[src/sv/motor_link_battery_guard_unit_macros.svh]
// ----------------------------------------------------------------------------
// Assertion macros for the motor link battery guard
// Property wrappers for the checks at the end of the guard RTL module.
// ----------------------------------------------------------------------------
`ifndef MOTOR_LINK_BATTERY_GUARD_UNIT_MACROS_SVH
`define MOTOR_LINK_BATTERY_GUARD_UNIT_MACROS_SVH

`ifndef SYNTHESIS
// Same-cycle implication, disabled while reset is low
`define MLBG_ASSERT_NOW(lbl, clk, rst_n, ante, cons) \
    lbl: assert property (@(posedge clk) disable iff (!(rst_n)) (ante) |-> (cons)) \
        else $error("mlbg assertion failed");
// Next-cycle implication, disabled while reset is low
`define MLBG_ASSERT_NEXT(lbl, clk, rst_n, ante, cons) \
    lbl: assert property (@(posedge clk) disable iff (!(rst_n)) (ante) |=> (cons)) \
        else $error("mlbg assertion failed");
`else
`define MLBG_ASSERT_NOW(lbl, clk, rst_n, ante, cons)
`define MLBG_ASSERT_NEXT(lbl, clk, rst_n, ante, cons)
`endif

`endif

[src/sv/mlbg_pkg.sv]
// ----------------------------------------------------------------------------
// Motor link battery guard package
// Shared widths, reset values, register indexes and codes.
// ----------------------------------------------------------------------------
`default_nettype none

package mlbg_pkg;

    localparam int SAMPLES_PER_READING_DEF = 5;
    localparam int FRAME_BYTES_DEF         = 8;

    localparam int NUM_W   = 25;  // drive numerator
    localparam int SUM_W   = 15;  // battery sum and levels
    localparam int LVL_W   = 16;  // compare values
    localparam int TICK_W  = 16;
    localparam int BYTE_W  = 8;
    localparam int ADC_W   = 12;
    localparam int CIDX_W  = 3;
    localparam int CDATA_W = 25;

    localparam int DIR_INDEX_M1 = 4;
    localparam int DIR_INDEX_M2 = 6;

    localparam logic [BYTE_W-1:0] DIR_FWD  = 8'd0;
    localparam logic [BYTE_W-1:0] DIR_STOP = 8'd1;
    localparam logic [BYTE_W-1:0] DIR_REV  = 8'd2;

    // register indexes on the configuration port
    localparam logic [CIDX_W-1:0] CFG_PWM_TOP   = 3'd0;
    localparam logic [CIDX_W-1:0] CFG_NUMERATOR = 3'd1;
    localparam logic [CIDX_W-1:0] CFG_CUTOFF    = 3'd2;
    localparam logic [CIDX_W-1:0] CFG_RESUME    = 3'd3;
    localparam logic [CIDX_W-1:0] CFG_FLOOR     = 3'd4;
    localparam logic [CIDX_W-1:0] CFG_TIMEOUT   = 3'd5;
    localparam logic [CIDX_W-1:0] CFG_SYNC      = 3'd6;

    localparam logic [LVL_W-1:0]  PWM_TOP_RST   = 16'd1561;
    localparam logic [NUM_W-1:0]  NUMERATOR_RST = 25'd20811385;
    localparam logic [SUM_W-1:0]  CUTOFF_RST    = 15'd12512;
    localparam logic [SUM_W-1:0]  RESUME_RST    = 15'd13332;
    localparam logic [SUM_W-1:0]  FLOOR_RST     = 15'd1026;
    localparam logic [TICK_W-1:0] TIMEOUT_RST   = 16'd2000;
    localparam logic [BYTE_W-1:0] SYNC_RST      = 8'hFF;

    localparam logic [SUM_W-1:0]  SUM_MAX  = 15'h7FFF;
    localparam logic [TICK_W-1:0] TICK_MAX = 16'hFFFF;

    typedef enum logic [1:0] {
        OP_BYTE   = 2'd0,
        OP_SAMPLE = 2'd1,
        OP_TICK   = 2'd2
    } opcode_t;

    typedef enum logic [2:0] {
        ST_IDLE,
        ST_APPLY,
        ST_DIV_START,
        ST_DIV_WAIT,
        ST_EMIT
    } state_t;

endpackage

`default_nettype wire

[src/sv/mlbg_div.sv]
// ----------------------------------------------------------------------------
// Serial divider
// Restoring divider, one quotient bit per cycle, for the drive level.
// ----------------------------------------------------------------------------
`default_nettype none

module mlbg_div (
    input  wire logic                       aclk,
    input  wire logic                       aresetn,
    input  wire logic                       start,
    input  wire logic [mlbg_pkg::NUM_W-1:0] dividend,
    input  wire logic [mlbg_pkg::SUM_W-1:0] divisor,
    output logic                            done,
    output logic [mlbg_pkg::NUM_W-1:0]      quotient
);

    localparam int CNT_W = $clog2(mlbg_pkg::NUM_W);

    logic                       busy_reg, busy_next;
    logic                       done_reg, done_next;
    logic [CNT_W-1:0]           cnt_reg, cnt_next;
    logic [mlbg_pkg::SUM_W-1:0] rem_reg, rem_next;
    logic [mlbg_pkg::SUM_W-1:0] dvs_reg, dvs_next;
    logic [mlbg_pkg::NUM_W-1:0] quo_reg, quo_next;
    logic [mlbg_pkg::SUM_W:0]   rem_shift;
    logic [mlbg_pkg::SUM_W:0]   rem_diff;

    assign rem_shift = {rem_reg, quo_reg[mlbg_pkg::NUM_W-1]};
    assign rem_diff  = rem_shift - {1'b0, dvs_reg};

    always_comb begin
        busy_next = busy_reg;
        done_next = 1'b0;
        cnt_next  = cnt_reg;
        rem_next  = rem_reg;
        dvs_next  = dvs_reg;
        quo_next  = quo_reg;
        if (start) begin
            busy_next = 1'b1;
            cnt_next  = CNT_W'(mlbg_pkg::NUM_W - 1);
            rem_next  = '0;
            dvs_next  = divisor;
            quo_next  = dividend;
        end else if (busy_reg) begin
            // shift in the next dividend bit, subtract when it fits
            if (rem_shift >= {1'b0, dvs_reg}) begin
                rem_next = rem_diff[mlbg_pkg::SUM_W-1:0];
                quo_next = {quo_reg[mlbg_pkg::NUM_W-2:0], 1'b1};
            end else begin
                rem_next = rem_shift[mlbg_pkg::SUM_W-1:0];
                quo_next = {quo_reg[mlbg_pkg::NUM_W-2:0], 1'b0};
            end
            if (cnt_reg == '0) begin
                busy_next = 1'b0;
                done_next = 1'b1;
            end else begin
                cnt_next = cnt_reg - 1'b1;
            end
        end
    end

    always_ff @(posedge aclk) begin
        if (!aresetn) begin
            busy_reg <= 1'b0;
            done_reg <= 1'b0;
        end else begin
            busy_reg <= busy_next;
            done_reg <= done_next;
        end
        cnt_reg <= cnt_next;
        rem_reg <= rem_next;
        dvs_reg <= dvs_next;
        quo_reg <= quo_next;
    end

    assign done     = done_reg;
    assign quotient = quo_reg;

endmodule

`default_nettype wire

[src/sv/motor_link_battery_guard_unit.sv]
// ----------------------------------------------------------------------------
// Motor link battery guard
// Command frame receiver, battery hysteresis guard and drive level for two
// motors, with a link timeout.
// ----------------------------------------------------------------------------
// One transaction in gives one transaction out. A serial byte, a tick or a
// battery sample that does not close a reading passes through the apply and
// emit states to a result in the output register. A sample that closes a
// reading runs the serial divider for the drive level, one quotient bit
// per cycle over 25 bits, before the emit state. The input is not ready while an
// item is in flight and comes back in the cycle after the result is
// registered, so a new transaction is taken only once the last one is done; a
// finished result waits in the output register while the next transaction is
// accepted. Configuration writes land at once.
`default_nettype none
`include "motor_link_battery_guard_unit_macros.svh"

module motor_link_battery_guard_unit #(
    parameter int SAMPLES_PER_READING = mlbg_pkg::SAMPLES_PER_READING_DEF,
    parameter int FRAME_BYTES         = mlbg_pkg::FRAME_BYTES_DEF
) (
    input  wire logic                         aclk,
    input  wire logic                         aresetn,
    // configuration
    input  wire logic                         cfg_we,
    input  wire logic [mlbg_pkg::CIDX_W-1:0]  cfg_index,
    input  wire logic [mlbg_pkg::CDATA_W-1:0] cfg_wdata,
    // input stream
    input  wire logic                         s_tvalid,
    output logic                              s_tready,
    input  wire logic [23:0]                  s_tdata,  // rx_byte, adc_sample
    input  wire logic [1:0]                   s_tuser,  // opcode
    // result stream
    output logic                              m_tvalid,
    input  wire logic                         m_tready,
    // motor1_fwd_cmp, motor1_rev_cmp, motor2_fwd_cmp, motor2_rev_cmp,
    // safe_now, link_lost, frame_done
    output logic [71:0]                       m_tdata
);

    localparam int CNT_W  = $clog2(SAMPLES_PER_READING + 1);
    localparam int FIDX_W = $clog2(FRAME_BYTES + 1);

    // configuration registers
    logic [mlbg_pkg::LVL_W-1:0]  pwm_top_reg;
    logic [mlbg_pkg::NUM_W-1:0]  numerator_reg;
    logic [mlbg_pkg::SUM_W-1:0]  cutoff_reg;
    logic [mlbg_pkg::SUM_W-1:0]  resume_reg;
    logic [mlbg_pkg::SUM_W-1:0]  floor_reg;
    logic [mlbg_pkg::TICK_W-1:0] timeout_reg;
    logic [mlbg_pkg::BYTE_W-1:0] sync_reg;

    always_ff @(posedge aclk) begin
        if (!aresetn) begin
            pwm_top_reg   <= mlbg_pkg::PWM_TOP_RST;
            numerator_reg <= mlbg_pkg::NUMERATOR_RST;
            cutoff_reg    <= mlbg_pkg::CUTOFF_RST;
            resume_reg    <= mlbg_pkg::RESUME_RST;
            floor_reg     <= mlbg_pkg::FLOOR_RST;
            timeout_reg   <= mlbg_pkg::TIMEOUT_RST;
            sync_reg      <= mlbg_pkg::SYNC_RST;
        end else if (cfg_we) begin
            case (cfg_index)
                mlbg_pkg::CFG_PWM_TOP:   pwm_top_reg   <= cfg_wdata[mlbg_pkg::LVL_W-1:0];
                mlbg_pkg::CFG_NUMERATOR: numerator_reg <= cfg_wdata[mlbg_pkg::NUM_W-1:0];
                mlbg_pkg::CFG_CUTOFF:    cutoff_reg    <= cfg_wdata[mlbg_pkg::SUM_W-1:0];
                mlbg_pkg::CFG_RESUME:    resume_reg    <= cfg_wdata[mlbg_pkg::SUM_W-1:0];
                mlbg_pkg::CFG_FLOOR:     floor_reg     <= cfg_wdata[mlbg_pkg::SUM_W-1:0];
                mlbg_pkg::CFG_TIMEOUT:   timeout_reg   <= cfg_wdata[mlbg_pkg::TICK_W-1:0];
                mlbg_pkg::CFG_SYNC:      sync_reg      <= cfg_wdata[mlbg_pkg::BYTE_W-1:0];
                default: ;
            endcase
        end
    end

    // sequencer and block state
    mlbg_pkg::state_t            state_reg, state_next;
    logic [1:0]                  op_reg, op_next;
    logic [mlbg_pkg::BYTE_W-1:0] byte_reg, byte_next;
    logic [mlbg_pkg::ADC_W-1:0]  sample_reg, sample_next;
    logic [FIDX_W-1:0]           fidx_reg, fidx_next;
    logic [mlbg_pkg::BYTE_W-1:0] m1_pend_reg, m1_pend_next;
    logic [mlbg_pkg::BYTE_W-1:0] m2_pend_reg, m2_pend_next;
    logic [mlbg_pkg::BYTE_W-1:0] m1_dir_reg, m1_dir_next;
    logic [mlbg_pkg::BYTE_W-1:0] m2_dir_reg, m2_dir_next;
    logic                        safe_reg, safe_next;
    logic [CNT_W-1:0]            cnt_reg, cnt_next;
    logic [mlbg_pkg::SUM_W-1:0]  acc_reg, acc_next;
    logic [mlbg_pkg::SUM_W-1:0]  bsum_reg, bsum_next;
    logic [mlbg_pkg::LVL_W-1:0]  drive_reg, drive_next;
    logic [mlbg_pkg::TICK_W-1:0] ticks_reg, ticks_next;
    logic                        fdone_reg, fdone_next;
    logic                        m_valid_reg, m_valid_next;
    logic [71:0]                 m_data_reg, m_data_next;

    logic                        div_start;
    logic                        div_done;
    logic [mlbg_pkg::NUM_W-1:0]  div_quo;

    logic [mlbg_pkg::SUM_W:0]    acc_sum;
    logic [mlbg_pkg::SUM_W-1:0]  acc_sat;
    logic [CNT_W-1:0]            cnt_inc;
    logic [mlbg_pkg::SUM_W-1:0]  floor_eff;
    logic [mlbg_pkg::SUM_W-1:0]  sum_floored;
    logic                        finish_now;
    logic                        lost;
    logic [mlbg_pkg::BYTE_W-1:0] m1_eff, m2_eff;
    logic [mlbg_pkg::LVL_W-1:0]  level;
    logic [mlbg_pkg::LVL_W-1:0]  m1_fwd, m1_rev, m2_fwd, m2_rev;

    assign acc_sum     = {1'b0, acc_reg} + {{(mlbg_pkg::SUM_W + 1 - mlbg_pkg::ADC_W){1'b0}},
                                            sample_reg};
    assign acc_sat     = acc_sum[mlbg_pkg::SUM_W] ? mlbg_pkg::SUM_MAX
                                                  : acc_sum[mlbg_pkg::SUM_W-1:0];
    assign cnt_inc     = cnt_reg + 1'b1;
    assign floor_eff   = (floor_reg == '0) ? mlbg_pkg::SUM_W'(1) : floor_reg;
    assign sum_floored = (acc_sat < floor_eff) ? floor_eff : acc_sat;
    assign finish_now  = (mlbg_pkg::opcode_t'(op_reg) == mlbg_pkg::OP_SAMPLE)
                         && (cnt_inc == CNT_W'(SAMPLES_PER_READING));

    // result view of the state after the item, timeout stop applied
    assign lost   = ticks_reg > timeout_reg;
    assign m1_eff = lost ? mlbg_pkg::DIR_STOP : m1_dir_reg;
    assign m2_eff = lost ? mlbg_pkg::DIR_STOP : m2_dir_reg;
    assign level  = (drive_reg < pwm_top_reg) ? drive_reg : pwm_top_reg;
    assign m1_fwd = (safe_reg && m1_eff == mlbg_pkg::DIR_FWD) ? level : '0;
    assign m1_rev = (safe_reg && m1_eff == mlbg_pkg::DIR_REV) ? level : '0;
    assign m2_fwd = (safe_reg && m2_eff == mlbg_pkg::DIR_FWD) ? level : '0;
    assign m2_rev = (safe_reg && m2_eff == mlbg_pkg::DIR_REV) ? level : '0;

    always_comb begin
        state_next   = state_reg;
        op_next      = op_reg;
        byte_next    = byte_reg;
        sample_next  = sample_reg;
        fidx_next    = fidx_reg;
        m1_pend_next = m1_pend_reg;
        m2_pend_next = m2_pend_reg;
        m1_dir_next  = m1_dir_reg;
        m2_dir_next  = m2_dir_reg;
        safe_next    = safe_reg;
        cnt_next     = cnt_reg;
        acc_next     = acc_reg;
        bsum_next    = bsum_reg;
        drive_next   = drive_reg;
        ticks_next   = ticks_reg;
        fdone_next   = fdone_reg;
        m_valid_next = (m_valid_reg && m_tready) ? 1'b0 : m_valid_reg;
        m_data_next  = m_data_reg;
        div_start    = 1'b0;
        s_tready     = 1'b0;

        case (state_reg)
            mlbg_pkg::ST_IDLE: begin
                s_tready = 1'b1;
                if (s_tvalid) begin
                    op_next     = s_tuser;
                    byte_next   = s_tdata[7:0];
                    sample_next = s_tdata[19:8];
                    state_next  = mlbg_pkg::ST_APPLY;
                end
            end
            mlbg_pkg::ST_APPLY: begin
                fdone_next = 1'b0;
                state_next = mlbg_pkg::ST_EMIT;
                case (mlbg_pkg::opcode_t'(op_reg))
                    mlbg_pkg::OP_BYTE: begin
                        if (fidx_reg == '0) begin
                            if (safe_reg && byte_reg == sync_reg) begin
                                fidx_next = FIDX_W'(1);
                            end
                        end else begin
                            if (fidx_reg == FIDX_W'(mlbg_pkg::DIR_INDEX_M1 + 1)) begin
                                m1_pend_next = byte_reg;
                            end
                            if (fidx_reg == FIDX_W'(mlbg_pkg::DIR_INDEX_M2 + 1)) begin
                                m2_pend_next = byte_reg;
                            end
                            if (fidx_reg == FIDX_W'(FRAME_BYTES)) begin
                                // last byte: commit the directions
                                m1_dir_next = m1_pend_reg;
                                m2_dir_next = m2_pend_reg;
                                ticks_next  = '0;
                                fidx_next   = '0;
                                fdone_next  = 1'b1;
                            end else begin
                                fidx_next = fidx_reg + 1'b1;
                            end
                        end
                    end
                    mlbg_pkg::OP_SAMPLE: begin
                        if (finish_now) begin
                            bsum_next = sum_floored;
                            if (sum_floored < cutoff_reg) begin
                                safe_next   = 1'b0;
                                m1_dir_next = mlbg_pkg::DIR_STOP;
                                m2_dir_next = mlbg_pkg::DIR_STOP;
                            end else if (sum_floored > resume_reg) begin
                                safe_next = 1'b1;
                            end
                            cnt_next   = '0;
                            acc_next   = '0;
                            state_next = mlbg_pkg::ST_DIV_START;
                        end else begin
                            cnt_next = cnt_inc;
                            acc_next = acc_sat;
                        end
                    end
                    mlbg_pkg::OP_TICK: begin
                        if (ticks_reg != mlbg_pkg::TICK_MAX) begin
                            ticks_next = ticks_reg + 1'b1;
                        end
                    end
                    default: ;
                endcase
            end
            mlbg_pkg::ST_DIV_START: begin
                div_start  = 1'b1;
                state_next = mlbg_pkg::ST_DIV_WAIT;
            end
            mlbg_pkg::ST_DIV_WAIT: begin
                if (div_done) begin
                    // cap at the top compare value
                    drive_next = (div_quo > {{(mlbg_pkg::NUM_W - mlbg_pkg::LVL_W){1'b0}},
                                             pwm_top_reg})
                                 ? pwm_top_reg : div_quo[mlbg_pkg::LVL_W-1:0];
                    state_next = mlbg_pkg::ST_EMIT;
                end
            end
            mlbg_pkg::ST_EMIT: begin
                // hold until the output register is free
                if (!m_valid_reg || m_tready) begin
                    m1_dir_next  = m1_eff;
                    m2_dir_next  = m2_eff;
                    m_valid_next = 1'b1;
                    m_data_next  = {5'd0, fdone_reg, lost, safe_reg,
                                    m2_rev, m2_fwd, m1_rev, m1_fwd};
                    state_next   = mlbg_pkg::ST_IDLE;
                end
            end
            default: state_next = mlbg_pkg::ST_IDLE;
        endcase
    end

    always_ff @(posedge aclk) begin
        if (!aresetn) begin
            state_reg   <= mlbg_pkg::ST_IDLE;
            fidx_reg    <= '0;
            m1_dir_reg  <= mlbg_pkg::DIR_STOP;
            m2_dir_reg  <= mlbg_pkg::DIR_STOP;
            safe_reg    <= 1'b1;
            cnt_reg     <= '0;
            acc_reg     <= '0;
            bsum_reg    <= mlbg_pkg::FLOOR_RST;
            drive_reg   <= mlbg_pkg::PWM_TOP_RST;
            ticks_reg   <= '0;
            fdone_reg   <= 1'b0;
            m_valid_reg <= 1'b0;
        end else begin
            state_reg   <= state_next;
            fidx_reg    <= fidx_next;
            m1_dir_reg  <= m1_dir_next;
            m2_dir_reg  <= m2_dir_next;
            safe_reg    <= safe_next;
            cnt_reg     <= cnt_next;
            acc_reg     <= acc_next;
            bsum_reg    <= bsum_next;
            drive_reg   <= drive_next;
            ticks_reg   <= ticks_next;
            fdone_reg   <= fdone_next;
            m_valid_reg <= m_valid_next;
        end
        op_reg      <= op_next;
        byte_reg    <= byte_next;
        sample_reg  <= sample_next;
        m1_pend_reg <= m1_pend_next;
        m2_pend_reg <= m2_pend_next;
        m_data_reg  <= m_data_next;
    end

    mlbg_div u_div (
        .aclk     (aclk),
        .aresetn  (aresetn),
        .start    (div_start),
        .dividend (numerator_reg),
        .divisor  (bsum_reg),
        .done     (div_done),
        .quotient (div_quo)
    );

    assign m_tvalid = m_valid_reg;
    assign m_tdata  = m_data_reg;

    `MLBG_ASSERT_NOW(a_div_done_in_wait, aclk, aresetn,
        div_done, state_reg == mlbg_pkg::ST_DIV_WAIT)
    `MLBG_ASSERT_NOW(a_unsafe_outputs_zero, aclk, aresetn,
        m_valid_reg && !m_data_reg[64], m_data_reg[63:0] == 64'd0)
    `MLBG_ASSERT_NOW(a_frame_clears_loss, aclk, aresetn,
        m_valid_reg && m_data_reg[66], !m_data_reg[65])
    `MLBG_ASSERT_NEXT(a_output_drains, aclk, aresetn,
        m_valid_reg && m_tready && state_reg != mlbg_pkg::ST_EMIT, !m_valid_reg)

endmodule

`default_nettype wire

[config.mk]
export PLATFORM = sky130hd
export DESIGN_NAME = motor_link_battery_guard_unit
export DESIGN_NICKNAME = d
export VERILOG_FILES = /design/src/sv/mlbg_pkg.sv /design/src/sv/mlbg_div.sv /design/src/sv/motor_link_battery_guard_unit.sv
export VERILOG_INCLUDE_DIRS = /design/src /design/src/sv
export SDC_FILE = /design/constraint.sdc
export NUM_CORES = 1
export LEC_CHECK = 0
export BUFFER_PORTS_ARGS = -buffer_cell sky130_fd_sc_hd__buf_2
export CAP_MARGIN = 20
export CORE_MARGIN = 2
export CORE_UTILIZATION = 45
export CTS_CLUSTER_SIZE = 24
export DETAILED_ROUTE_END_ITERATION = 6
export PLACE_DENSITY = 0.63
export SYNTH_ARGS = -nofsm -noshare
export SYNTH_HDL_FRONTEND = slang
export SYNTH_SLANG_ARGS = --single-unit
[constraint.sdc]
create_clock -name aclk -period 11.95 [get_ports aclk]
set_input_delay 1.195 -clock aclk [delete_from_list [all_inputs] [get_ports aclk]]
set_output_delay 1.195 -clock aclk [all_outputs]
set_load 0.1 [all_outputs]
==> results_dict.tcl, run 1 <==
set metrics [dict create \
    hold_buffers 0 \
    insertion_delay_ns 0.58 \
    critPathRequiredTime_ns 12.47 \
    vias 13401 \
    grt_pass1_vias 12987 \
    dpl.hpwl_um 30600 \
    critPathBufInv 1 \
    clock_tree.root_cell "clkbuf_16" \
    h-tree-depth 2 \
    clock-sinks 368 \
    cts.repair.resized 0 \
    netlist_instances 1859 \
    area.growth.synth_to_final_pct 14.7 \
    synth_cell_types 86 \
    syn_avg_cell_area_um2 9.48 \
    crit_slowest_cell "o41ai_4" \
    tns_ns 0 \
    largest_reg_flops 67 \
    fin_crit_sh_pct 58.5 \
    crit_start "sample_reg[0]" \
    worst_clock_skew_ns 0.0317 \
    clockBufferDepth 3 \
    cap_violations 0 \
    worstPathArrival_ns 7.51 \
    wl_um 42900 \
    postPlaceCellArea_um2 18700 \
    drive_gt1_share_pct 12.9 \
    crit_fanout 16 \
    ys_seq_elements 368 \
    postSynth.asyncResetShare_pct 0 \
    period_minus_slack_ns 6.99 \
    critPathMaxStageDelay_ns 0.89 \
    crit_path_end "m2_dir_reg[7]" \
    path_class "reg2reg" \
    rr_worst_depth 29 \
    initial_core_util_pct 45.6 \
    die_h_um 202 \
    vdd_drop_max_uv 104 \
    status "finished, final reports clean" \
    grt_max_degree 73 \
    top_usage_layer "met2" \
    cp-end-kind "register" \
    grtUsageMet2_pct 36.2 \
    reg2reg_slack_ns 4.96 \
    firstDrtPassIters 5 \
    die_area_um2 40800 \
    pre_cts_ws_ns 5.00 \
    antenna_found_initial 1 \
    postCtsSetupBuffers 0 \
    critical_path.startpoint_type "register" \
    gp_congestion 0.869 \
    n_antenna_cell 0 \
    multi_input_area_um2 8090 \
    hold_slack_ns 0.427 \
    cp_top_family "compound AO/OA/AOI/OAI gates" \
    path_depth 29 \
    worst_slew_pin_slew_ns 1.01 \
    wl_per_cell_um 17.0 \
    core_um2 38600 \
    fin_area_um2 20200 \
    synth_warnings 0 \
    rsz0062_at_grt "no" \
    cts_tree "done" \
    clk_pin_slew_worst_paths_ns 0.06 \
    yosysSeqAreaShare_pct 50.0 \
    drcViolationCount 0 \
    whs_path_depth 0 \
    ant_nets 0 \
    synth_edf_count 145 \
    syn_area_um2 17600 \
    use_met3_pct 3.53 \
    p_leak_nw 8.10 \
    fmax_mhz 143 \
    hold_violations 0 \
    die_w_um 202 \
    ios 133 \
    track_usage_pct 21.1 \
    reg2reg_to "m2_dir_reg[7]" \
    rr_startpoint "sample_reg[0]" \
    powerDensity_nw_per_um2 157 \
    port_buffers 123 \
    dr.first_iter.drc_count 744 \
    nets 2153 \
    via_per_inst 5.32 \
    relSlewSlack_pct 32.9 \
    final_util_pct 52.3 \
    grt_first_pass_wirelength_um 68700 \
    fillerInstances 3496 \
    cts_made_buffers 41 \
    gr-usage-met1_pct 27.5 \
    grt.overflow.total 0 \
    setup_ws_ns 4.96 \
    slew_viol_final 0 \
    finalSetupViolCount 0 \
    synth_flop_cell "dfxtp_1" \
    hp-class "reg2reg" \
    seq_area_um2 8820 \
    row_count 72 \
]
## worst reg2reg max path: cells and delay by family, from the launching register on
| kind | cells | cell delay (ns) |
|---|---|---|
| adder cells (fa/ha/maj) | 4 | 1.46 |
| AO/OA/AOI/OAI | 15 | 3.51 |
| AND/OR/NAND/NOR | 7 | 0.74 |
| flip-flops | 1 | 0.41 |
| multiplexers | 1 | 0.42 |
| XOR/XNOR | 1 | 0.19 |
| buffers and inverters | 1 | 0.24 |
## synthesized netlist by cell type, types with 14 or more instances
| cell | n | area share [%] |
|---|---|---|
| a21o_1 | 29 | 1.2 |
| a21oi_1 | 140 | 4.0 |
| a22oi_1 | 14 | 0.60 |
| clkbuf_1 | 63 | 1.3 |
| dfxtp_1 | 223 | 25 |
| edfxtp_1 | 145 | 25 |
| ha_1 | 122 | 8.7 |
| inv_1 | 114 | 2.4 |
| mux2_2 | 14 | 0.89 |
| mux2i_1 | 34 | 1.9 |
| nand2_1 | 345 | 7.3 |
| nand2b_1 | 17 | 0.60 |
| nand3_1 | 47 | 1.3 |
| nand4_1 | 21 | 0.75 |
| nor2_1 | 159 | 3.4 |
| nor2b_1 | 19 | 0.67 |
| nor3_1 | 28 | 0.79 |
| o211ai_1 | 31 | 1.3 |
| o21a_1 | 19 | 0.81 |
| o21ai_0 | 62 | 1.8 |
| xnor2_1 | 16 | 0.79 |
| xor2_1 | 26 | 1.3 |
## layer usage
metal | share of wire [%] | vias to the layer above
met5 | 0 | -
met4 | 2.5 | 0
met3 | 4.5 | 73
met2 | 47 | 263
met1 | 46 | 6330
li1 | - | 6735
## layout make-up
type / count / share of cell area, %
Clock buffer: 59 / 5.81
Inverter: 115 / 2.14
Sequential cell: 368 / 43.6
Multi-Input combinational cell: 1302 / 40.0
Timing Repair Buffer: 142 / 3.99
Tap cell: 518 / 3.21
Clock inverter: 15 / 1.23
## report_power, final
| group | internal, mW | total [mW] | switching, mW |
|---|---|---|---|
| Sequential | 1.35 | 1.38 | 0.0330 |
| Combinational | 0.177 | 0.468 | 0.292 |
| Clock | 0.796 | 1.32 | 0.519 |
## worst min-delay path by stage
| stage | endpoint | from |
|---|---|---|
| 2_1_floorplan | u_div.dvs_reg[13] | bsum_reg[13] |
| 3_3_place_gp | u_div.dvs_reg[8] | bsum_reg[8] |
| 3_5_place_dp | u_div.dvs_reg[2] | bsum_reg[2] |
| 4_1_cts | u_div.dvs_reg[2] | bsum_reg[2] |
| 5_1_grt | u_div.dvs_reg[7] | bsum_reg[7] |
| 6_report | u_div.dvs_reg[2] | bsum_reg[2] |
## layout by cell type (no fill, tap or decap), types with 34 or more instances in the layout
cell type  instances
nand2_1          345
dfxtp_1          223
nor2_1           158
edfxtp_1         145
a21oi_1          140
buf_2            124
ha_1             122
inv_1            114
o21ai_0           62
nand3_1           47
clkbuf_16         41
mux2i_1           34
## kinds of logic after synthesis
| logic type | Yosys count | synth area share, % |
|---|---|---|
| compound gates | 387 | 14.5 |
| xor+xnor | 42 | 2.09 |
| fa+ha+maj | 124 | 8.89 |
| buf+inv | 193 | 4.32 |
| flops | 368 | 50.0 |
| mux | 48 | 2.82 |
| other cells | 1 | 0.0213 |
| simple gates | 696 | 17.4 |
## metrics by stage
stage               total power, mW  instances
floorplan                      1.76       1863
global placement               1.86       2439
detailed placement             1.87       2440
CTS                            3.19       2514
global route                   3.30       2519
finish                         3.16       2519
Power figures use the tool's default switching activity.
==> run 2, diff against run 1 <==
- ABC_AREA: not set -> 1
- PLACE_DENSITY: 0.63 -> 0.65
- clock period: 11.95 -> 5.69 ns (I/O delays scaled with it)
==> run 2 against run 1 <==
Net effect:
- maximum frequency grew 35%
- critical endpoint is now m2_dir_reg[5]
- highest routed layer unchanged
- synthesized area grew 1.4%
- sequential power grew 110%
- clock skew shrank 0.016 ns
- wire length grew 1.4%
- critical path depth shrank 2
- cell area grew 1.0%
- via count grew 9.1%
- die area grew 1.4%
- sequential share of layout area shrank 0.44 points
==> results_dict.tcl, run 2 <==
set metrics [dict create \
    status "finished, final reports clean" \
    rr_startpoint "sample_reg[0]" \
    h-tree-depth 2 \
    final_cell_mix "nand2_1, inv_1, dfxtp_1, nor2_1" \
    cp_top_family "simple AND/OR/NAND/NOR gates" \
    relSlewSlack_pct 31.2 \
    crit_fanout 16 \
    synth_cell_types 54 \
    ys_seq_elements 368 \
    hp-start "s_tdata[14]" \
    seq_area_um2 8820 \
    worstPathArrival_ns 5.60 \
    die_h_um 203 \
    reg2reg_to "m2_dir_reg[5]" \
    top_usage_layer "met2" \
    dpl.hpwl_um 30800 \
    finalSetupViolCount 0 \
    postCtsSetupBuffers 0 \
    cts_made_buffers 40 \
    yosys-top-cells-count "nand2_1, inv_1, dfxtp_1" \
    synthXorXnorAreaFrac_pct 0.882 \
    reg2reg_slack_ns 0.53 \
    critPathRequiredTime_ns 6.12 \
    path_common_cell "nand2_1" \
    fin_area_um2 20400 \
    nets 2438 \
    path_class "reg2reg" \
    grt_pass1_vias 14154 \
    gp_congestion 0.860 \
    wl_per_cell_um 15.5 \
    clock-sinks 368 \
    vdd_drop_max_uv 243 \
    rsz0062_at_grt "no" \
    clk_pin_slew_worst_paths_ns 0.06 \
    fin_crit_sh_pct 90.7 \
    dp_cells 2737 \
    final_util_pct 51.8 \
    clock_tree.root_cell "clkbuf_16" \
    insertion_delay_ns 0.55 \
    critPathMaxStageDelay_ns 0.44 \
    antenna_found_initial 0 \
    yosysTopAreaCellShare_pct 25.0 \
    critPathBufInv 2 \
    finalNonFillerCells 2812 \
    yosysSeqAreaShare_pct 49.3 \
    hp-class "in2reg" \
    crit_start "sample_reg[0]" \
    firstDrtPassIters 7 \
    postSynth.asyncResetShare_pct 0 \
    synth-simple-area-share_pct 18.2 \
    largest_reg_flops 67 \
    dr.first_iter.drc_count 937 \
    ant_nets 0 \
    cts_tree "done" \
    synth_top_family_by_area "simple AND/OR/NAND/NOR gates" \
    vias 14618 \
    pre_cts_ws_ns 0.355 \
    syn_area_um2 17900 \
    whs_path_depth 1 \
    grt.overflow.total 0 \
    die_area_um2 41300 \
    synth_warnings 0 \
    whs_endpoint "sample_reg[6]" \
    use_met3_pct 3.08 \
    cp-end-kind "register" \
    gr-usage-met1_pct 27.8 \
    row_count 73 \
    worst_slew_pin_slew_ns 1.03 \
    worst_clock_skew_ns 0.0159 \
    yosys.area_share.adder_pct 8.76 \
    critical_path.startpoint_type "register" \
    clockBufferDepth 3 \
    synth_edf_count 145 \
    syn_avg_cell_area_um2 8.37 \
    grt_first_pass_wirelength_um 71200 \
    synth.top_cells.by_area "dfxtp_1, edfxtp_1, ha_1, nand2_1, o21ai_0" \
    postPlaceCellArea_um2 19100 \
    tns_ns 0 \
    netlist_instances 2136 \
    hold_buffers 0 \
    cap_violations 0 \
    wl_um 43500 \
    via_per_inst 5.20 \
    drive_gt1_share_pct 11.5 \
    powerDensity_nw_per_um2 301 \
    fillerInstances 3711 \
    yosysMostFrequentCell "nand2_1" \
    synth_compound_area_share_pct 15.0 \
    p_leak_nw 8.90 \
    grtUsageMet2_pct 36.1 \
    slew_viol_final 0 \
    synth_flop_cell "dfxtp_1" \
    initial_core_util_pct 45.3 \
    ios 133 \
    port_buffers 123 \
    fmax_mhz 194 \
    area.growth.synth_to_final_pct 14.2 \
    setup_ws_ns 0.529 \
    track_usage_pct 21.2 \
    yosys.area.top_type "dfxtp_1" \
    core_um2 39500 \
    crit_slowest_cell "o21ai_0" \
    period_minus_slack_ns 5.16 \
    grt_max_degree 97 \
    final_common_cell "nand2_1" \
    rr_worst_depth 27 \
    hold_violations 0 \
    n_antenna_cell 0 \
    synth_mux_area_share_pct 0 \
    drcViolationCount 0 \
    die_w_um 203 \
    multi_input_area_um2 7730 \
]
-- run 2: cell types whose count changed after synthesis, sizes merged, moves of 17 or more --
| cell | change |
|---|---|
| nor2 | +63 |
| a21o | -28 |
| mux2i | -34 |
| inv | +158 |
| a21oi | +68 |
| nor2b | -19 |
| nand2 | +43 |
| o21ai | +142 |
| nand2b | -17 |
| nand3 | +53 |
-- run 2: routing by layer --
| layer | up-vias | part of all wire, % |
|---|---|---|
| met5 | - | 0 |
| li1 | 7408 | - |
| met3 | 77 | 5.1 |
| met1 | 6802 | 46 |
| met2 | 331 | 47 |
| met4 | 0 | 2.4 |
-- run 2: worst max path at each step --
stage / to / slack (ns) / depth (start not counted)
2_1_floorplan: m2_dir_reg[7] / 1.19 / 26
3_3_place_gp: safe_reg / 0.46 / 27
3_5_place_dp: safe_reg / 0.35 / 27
4_1_cts: safe_reg / 0.31 / 27
5_1_grt: safe_reg / 0.07 / 33
6_report: m2_dir_reg[5] / 0.53 / 27
-- run 2: stage by stage --
step	hold WS [ns]	power, mW
finish	0.198	6.14
global route	0.183	6.40
CTS	0.181	6.18
detailed placement	0.416	3.66
global placement	0.412	3.64
floorplan	0.409	3.45
-- run 2: cells by family (layout without fill, tap and decap cells) --
group,after synthesis,after routing
flops,368,368
simple gates,777,777
buf+inv,356,503
compound gates,492,492
other cells,1,5
xor+xnor,18,18
fa+ha+maj,124,124
-- run 2: power breakdown --
| group | total, mW | internal (mW) | switching (mW) | leakage (nW) |
|---|---|---|---|---|
| registers | 2.85 | 2.81 | 0.0382 | 3.14 |
| logic | 0.764 | 0.228 | 0.536 | 5.12 |
| clock network | 2.53 | 1.45 | 1.07 | 0.642 |
| total | 6.14 | 4.49 | 1.65 | 8.90 |
-- run 2: what timing repair did --
item                                   in CTS  in global routing
gates resized for setup                     0                  3
endpoints found under the hold margin       0                  0
setup endpoints to repair                   0                 13
-- run 2: cell type report --
| type | instances | area share (%) |
|---|---|---|
| Timing Repair Buffer | 154 | 4.42 |
| Clock inverter | 24 | 0.766 |
| Tap cell | 525 | 3.22 |
| Inverter | 275 | 5.07 |
| Clock buffer | 50 | 5.50 |
| Sequential cell | 368 | 43.2 |
| Multi-Input combinational cell | 1416 | 37.8 |
==> run 3, diff against run 2 <==
==> constraint.sdc (replaced) <==
create_clock -name aclk -period 5.69 [get_ports aclk]
set_input_delay 0.8535 -clock aclk [delete_from_list [all_inputs] [get_ports aclk]]
set_output_delay 0.8535 -clock aclk [all_outputs]
set_load 0.1 [all_outputs]
==> run 3 against run 2 <==
Net effect:
- non-clock buffer count is the same
- maximum frequency shrank 0.27%
- setup slack lost 0.014 ns
==> results_dict.tcl, run 3 (same netlist as run 2, synthesis figures left out) <==
set metrics [dict create \
    grt.overflow.total 0 \
    cts_tree "done" \
    grt_pass1_vias 13971 \
    hold_buffers 0 \
    final_cell_mix "nand2_1, inv_1, dfxtp_1, nor2_1, o21ai_0" \
    clk_pin_slew_worst_paths_ns 0.06 \
    relSlewSlack_pct 32.6 \
    grt_first_pass_wirelength_um 70300 \
    cp-end-kind "register" \
    firstDrtPassIters 5 \
    ant_nets 0 \
    clock_tree.root_cell "clkbuf_16" \
    cts_made_buffers 41 \
    hp-class "reg2reg" \
    ios 133 \
    rsz0062_at_grt "no" \
    via_per_inst 5.21 \
    grt_max_degree 74 \
    worstPathArrival_ns 5.63 \
    status "finished, final reports clean" \
    area.growth.synth_to_final_pct 15.3 \
    pwr-share-comb_pct 11.8 \
    path_class "reg2reg" \
    wl_um 43500 \
    gp_congestion 0.871 \
    crit_fanout 18 \
    powerDensity_nw_per_um2 315 \
    final_common_cell "nand2_1" \
    critPathRequiredTime_ns 6.14 \
    clock-sinks 368 \
    fmax_mhz 193 \
    hold_violations 0 \
    port_buffers 123 \
    antenna_found_initial 1 \
    seq_area_um2 8820 \
    worst_clock_skew_ns 0.0277 \
    seqPwrFrac_pct 43.9 \
    clockBufferDepth 3 \
    die_h_um 203 \
    dr.first_iter.drc_count 867 \
    die_area_um2 41300 \
    dpl.hpwl_um 30700 \
    row_count 73 \
    nets 2439 \
    die_w_um 203 \
    drcViolationCount 0 \
    core_um2 39500 \
    period_minus_slack_ns 5.18 \
    worst_slew_pin_slew_ns 1.01 \
    multi_input_area_um2 7730 \
    track_usage_pct 21.1 \
    critical_path.startpoint_type "register" \
    fin_crit_sh_pct 91.0 \
    h-tree-depth 2 \
    postCtsSetupBuffers 0 \
    initial_core_util_pct 45.3 \
    finalSetupViolCount 0 \
    tns_ns 0 \
    slew_viol_final 0 \
    vdd_drop_max_uv 234 \
    postPlaceCellArea_um2 19100 \
    drive_gt1_share_pct 11.7 \
    clockPowerShare_pct 44.3 \
    largest_reg_flops 67 \
    switchingPower_mw 1.70 \
    insertion_delay_ns 0.58 \
    wl_per_cell_um 15.5 \
    fin_area_um2 20600 \
    p_leak_nw 8.97 \
    p_int_mw 4.80 \
    vias 14674 \
    switching_share_pct 26.1 \
    n_antenna_cell 0 \
    cts.repair.resized 0 \
    fillerInstances 3711 \
    cap_violations 0 \
]
run 3: cell count changes in the layout (fill, tap and decap cells not counted), sizes merged:
cell | before | now
clkinvlp | 0 | 1
inv | 276 | 279
clkinv | 22 | 15
bufinv | 1 | 8
clkbuf | 50 | 48
run 3: critical path, cell delays in order, from the launching register on:
cell and delay [ns]:
edfxtp_1 0.37, ha_1 0.24, fa_1 0.41, nand3_1 0.10, nand3_1 0.14, xor2_1 0.17
or2_2 0.33, ha_1 0.30, a21oi_1 0.13, nor2_1 0.06, a211oi_1 0.17, nand2_1 0.08
nand2_1 0.09, nand3_2 0.24, buf_4 0.28, o21ai_0 0.46, ha_1 0.35, a21oi_1 0.14
nor2_1 0.06, a211oi_1 0.19, nand2_1 0.08, nand2_1 0.08, nand2_2 0.11, nand2_4 0.11
buf_12 0.16, nand3_1 0.08, nand2_1 0.07, nor2_1 0.05
run 3: per-stage QoR:
step / utilization (%) / cells / worst slack (ns) / total power, mW / hold slack [ns]
global placement: 48.3 / 2735 / 0.558 / 3.64 / 0.413
detailed placement: 48.4 / 2736 / 0.423 / 3.66 / 0.419
global route: 52.2 / 2814 / 0.0875 / 6.75 / 0.426
finish: 52.2 / 2814 / 0.515 / 6.49 / 0.431
CTS: 52.1 / 2812 / 0.373 / 6.54 / 0.424
floorplan: - / 2140 / 1.19 / 3.45 / 0.409
run 3: power by group through the flow:
stage	combinational, mW	sequential, mW	clock, mW
6_report	0.767	2.85	2.88
5_1_grt	0.858	2.86	3.04
4_1_cts	0.759	2.85	2.93
3_5_place_dp	0.756	2.91	0
3_3_place_gp	0.733	2.91	0
2_1_floorplan	0.459	2.99	0
run 3: cell type report:
class                           instances  share of cell area (%)
Sequential cell                       368                    42.8
Multi-Input combinational cell       1416                    37.5
Clock buffer                           48                    5.31
Inverter                              275                    5.02
Timing Repair Buffer                  154                    4.38
Tap cell                              525                    3.19
Clock inverter                         28                    1.83
run 3: layer usage:
metal  up-vias  wire, um  global-route usage (%)
li1       7415         -                       -
met1      6801     19700                    27.6
met2       369     20200                    35.5
met3        89      2470                    3.68
met4         0      1230                    6.86
met5         -         0                       0
run 3: path summary, 6_finish.rpt:
kind	to	start	cells past startpoint	slack, ns
worst max-delay path	m2_dir_reg[5]	sample_reg[0]	27	0.51
worst min-delay path	u_div.dvs_reg[14]	bsum_reg[14]	0	0.43
worst min register to register	u_div.dvs_reg[14]	bsum_reg[14]	0	0.43
worst max register to register	m2_dir_reg[5]	sample_reg[0]	27	0.51
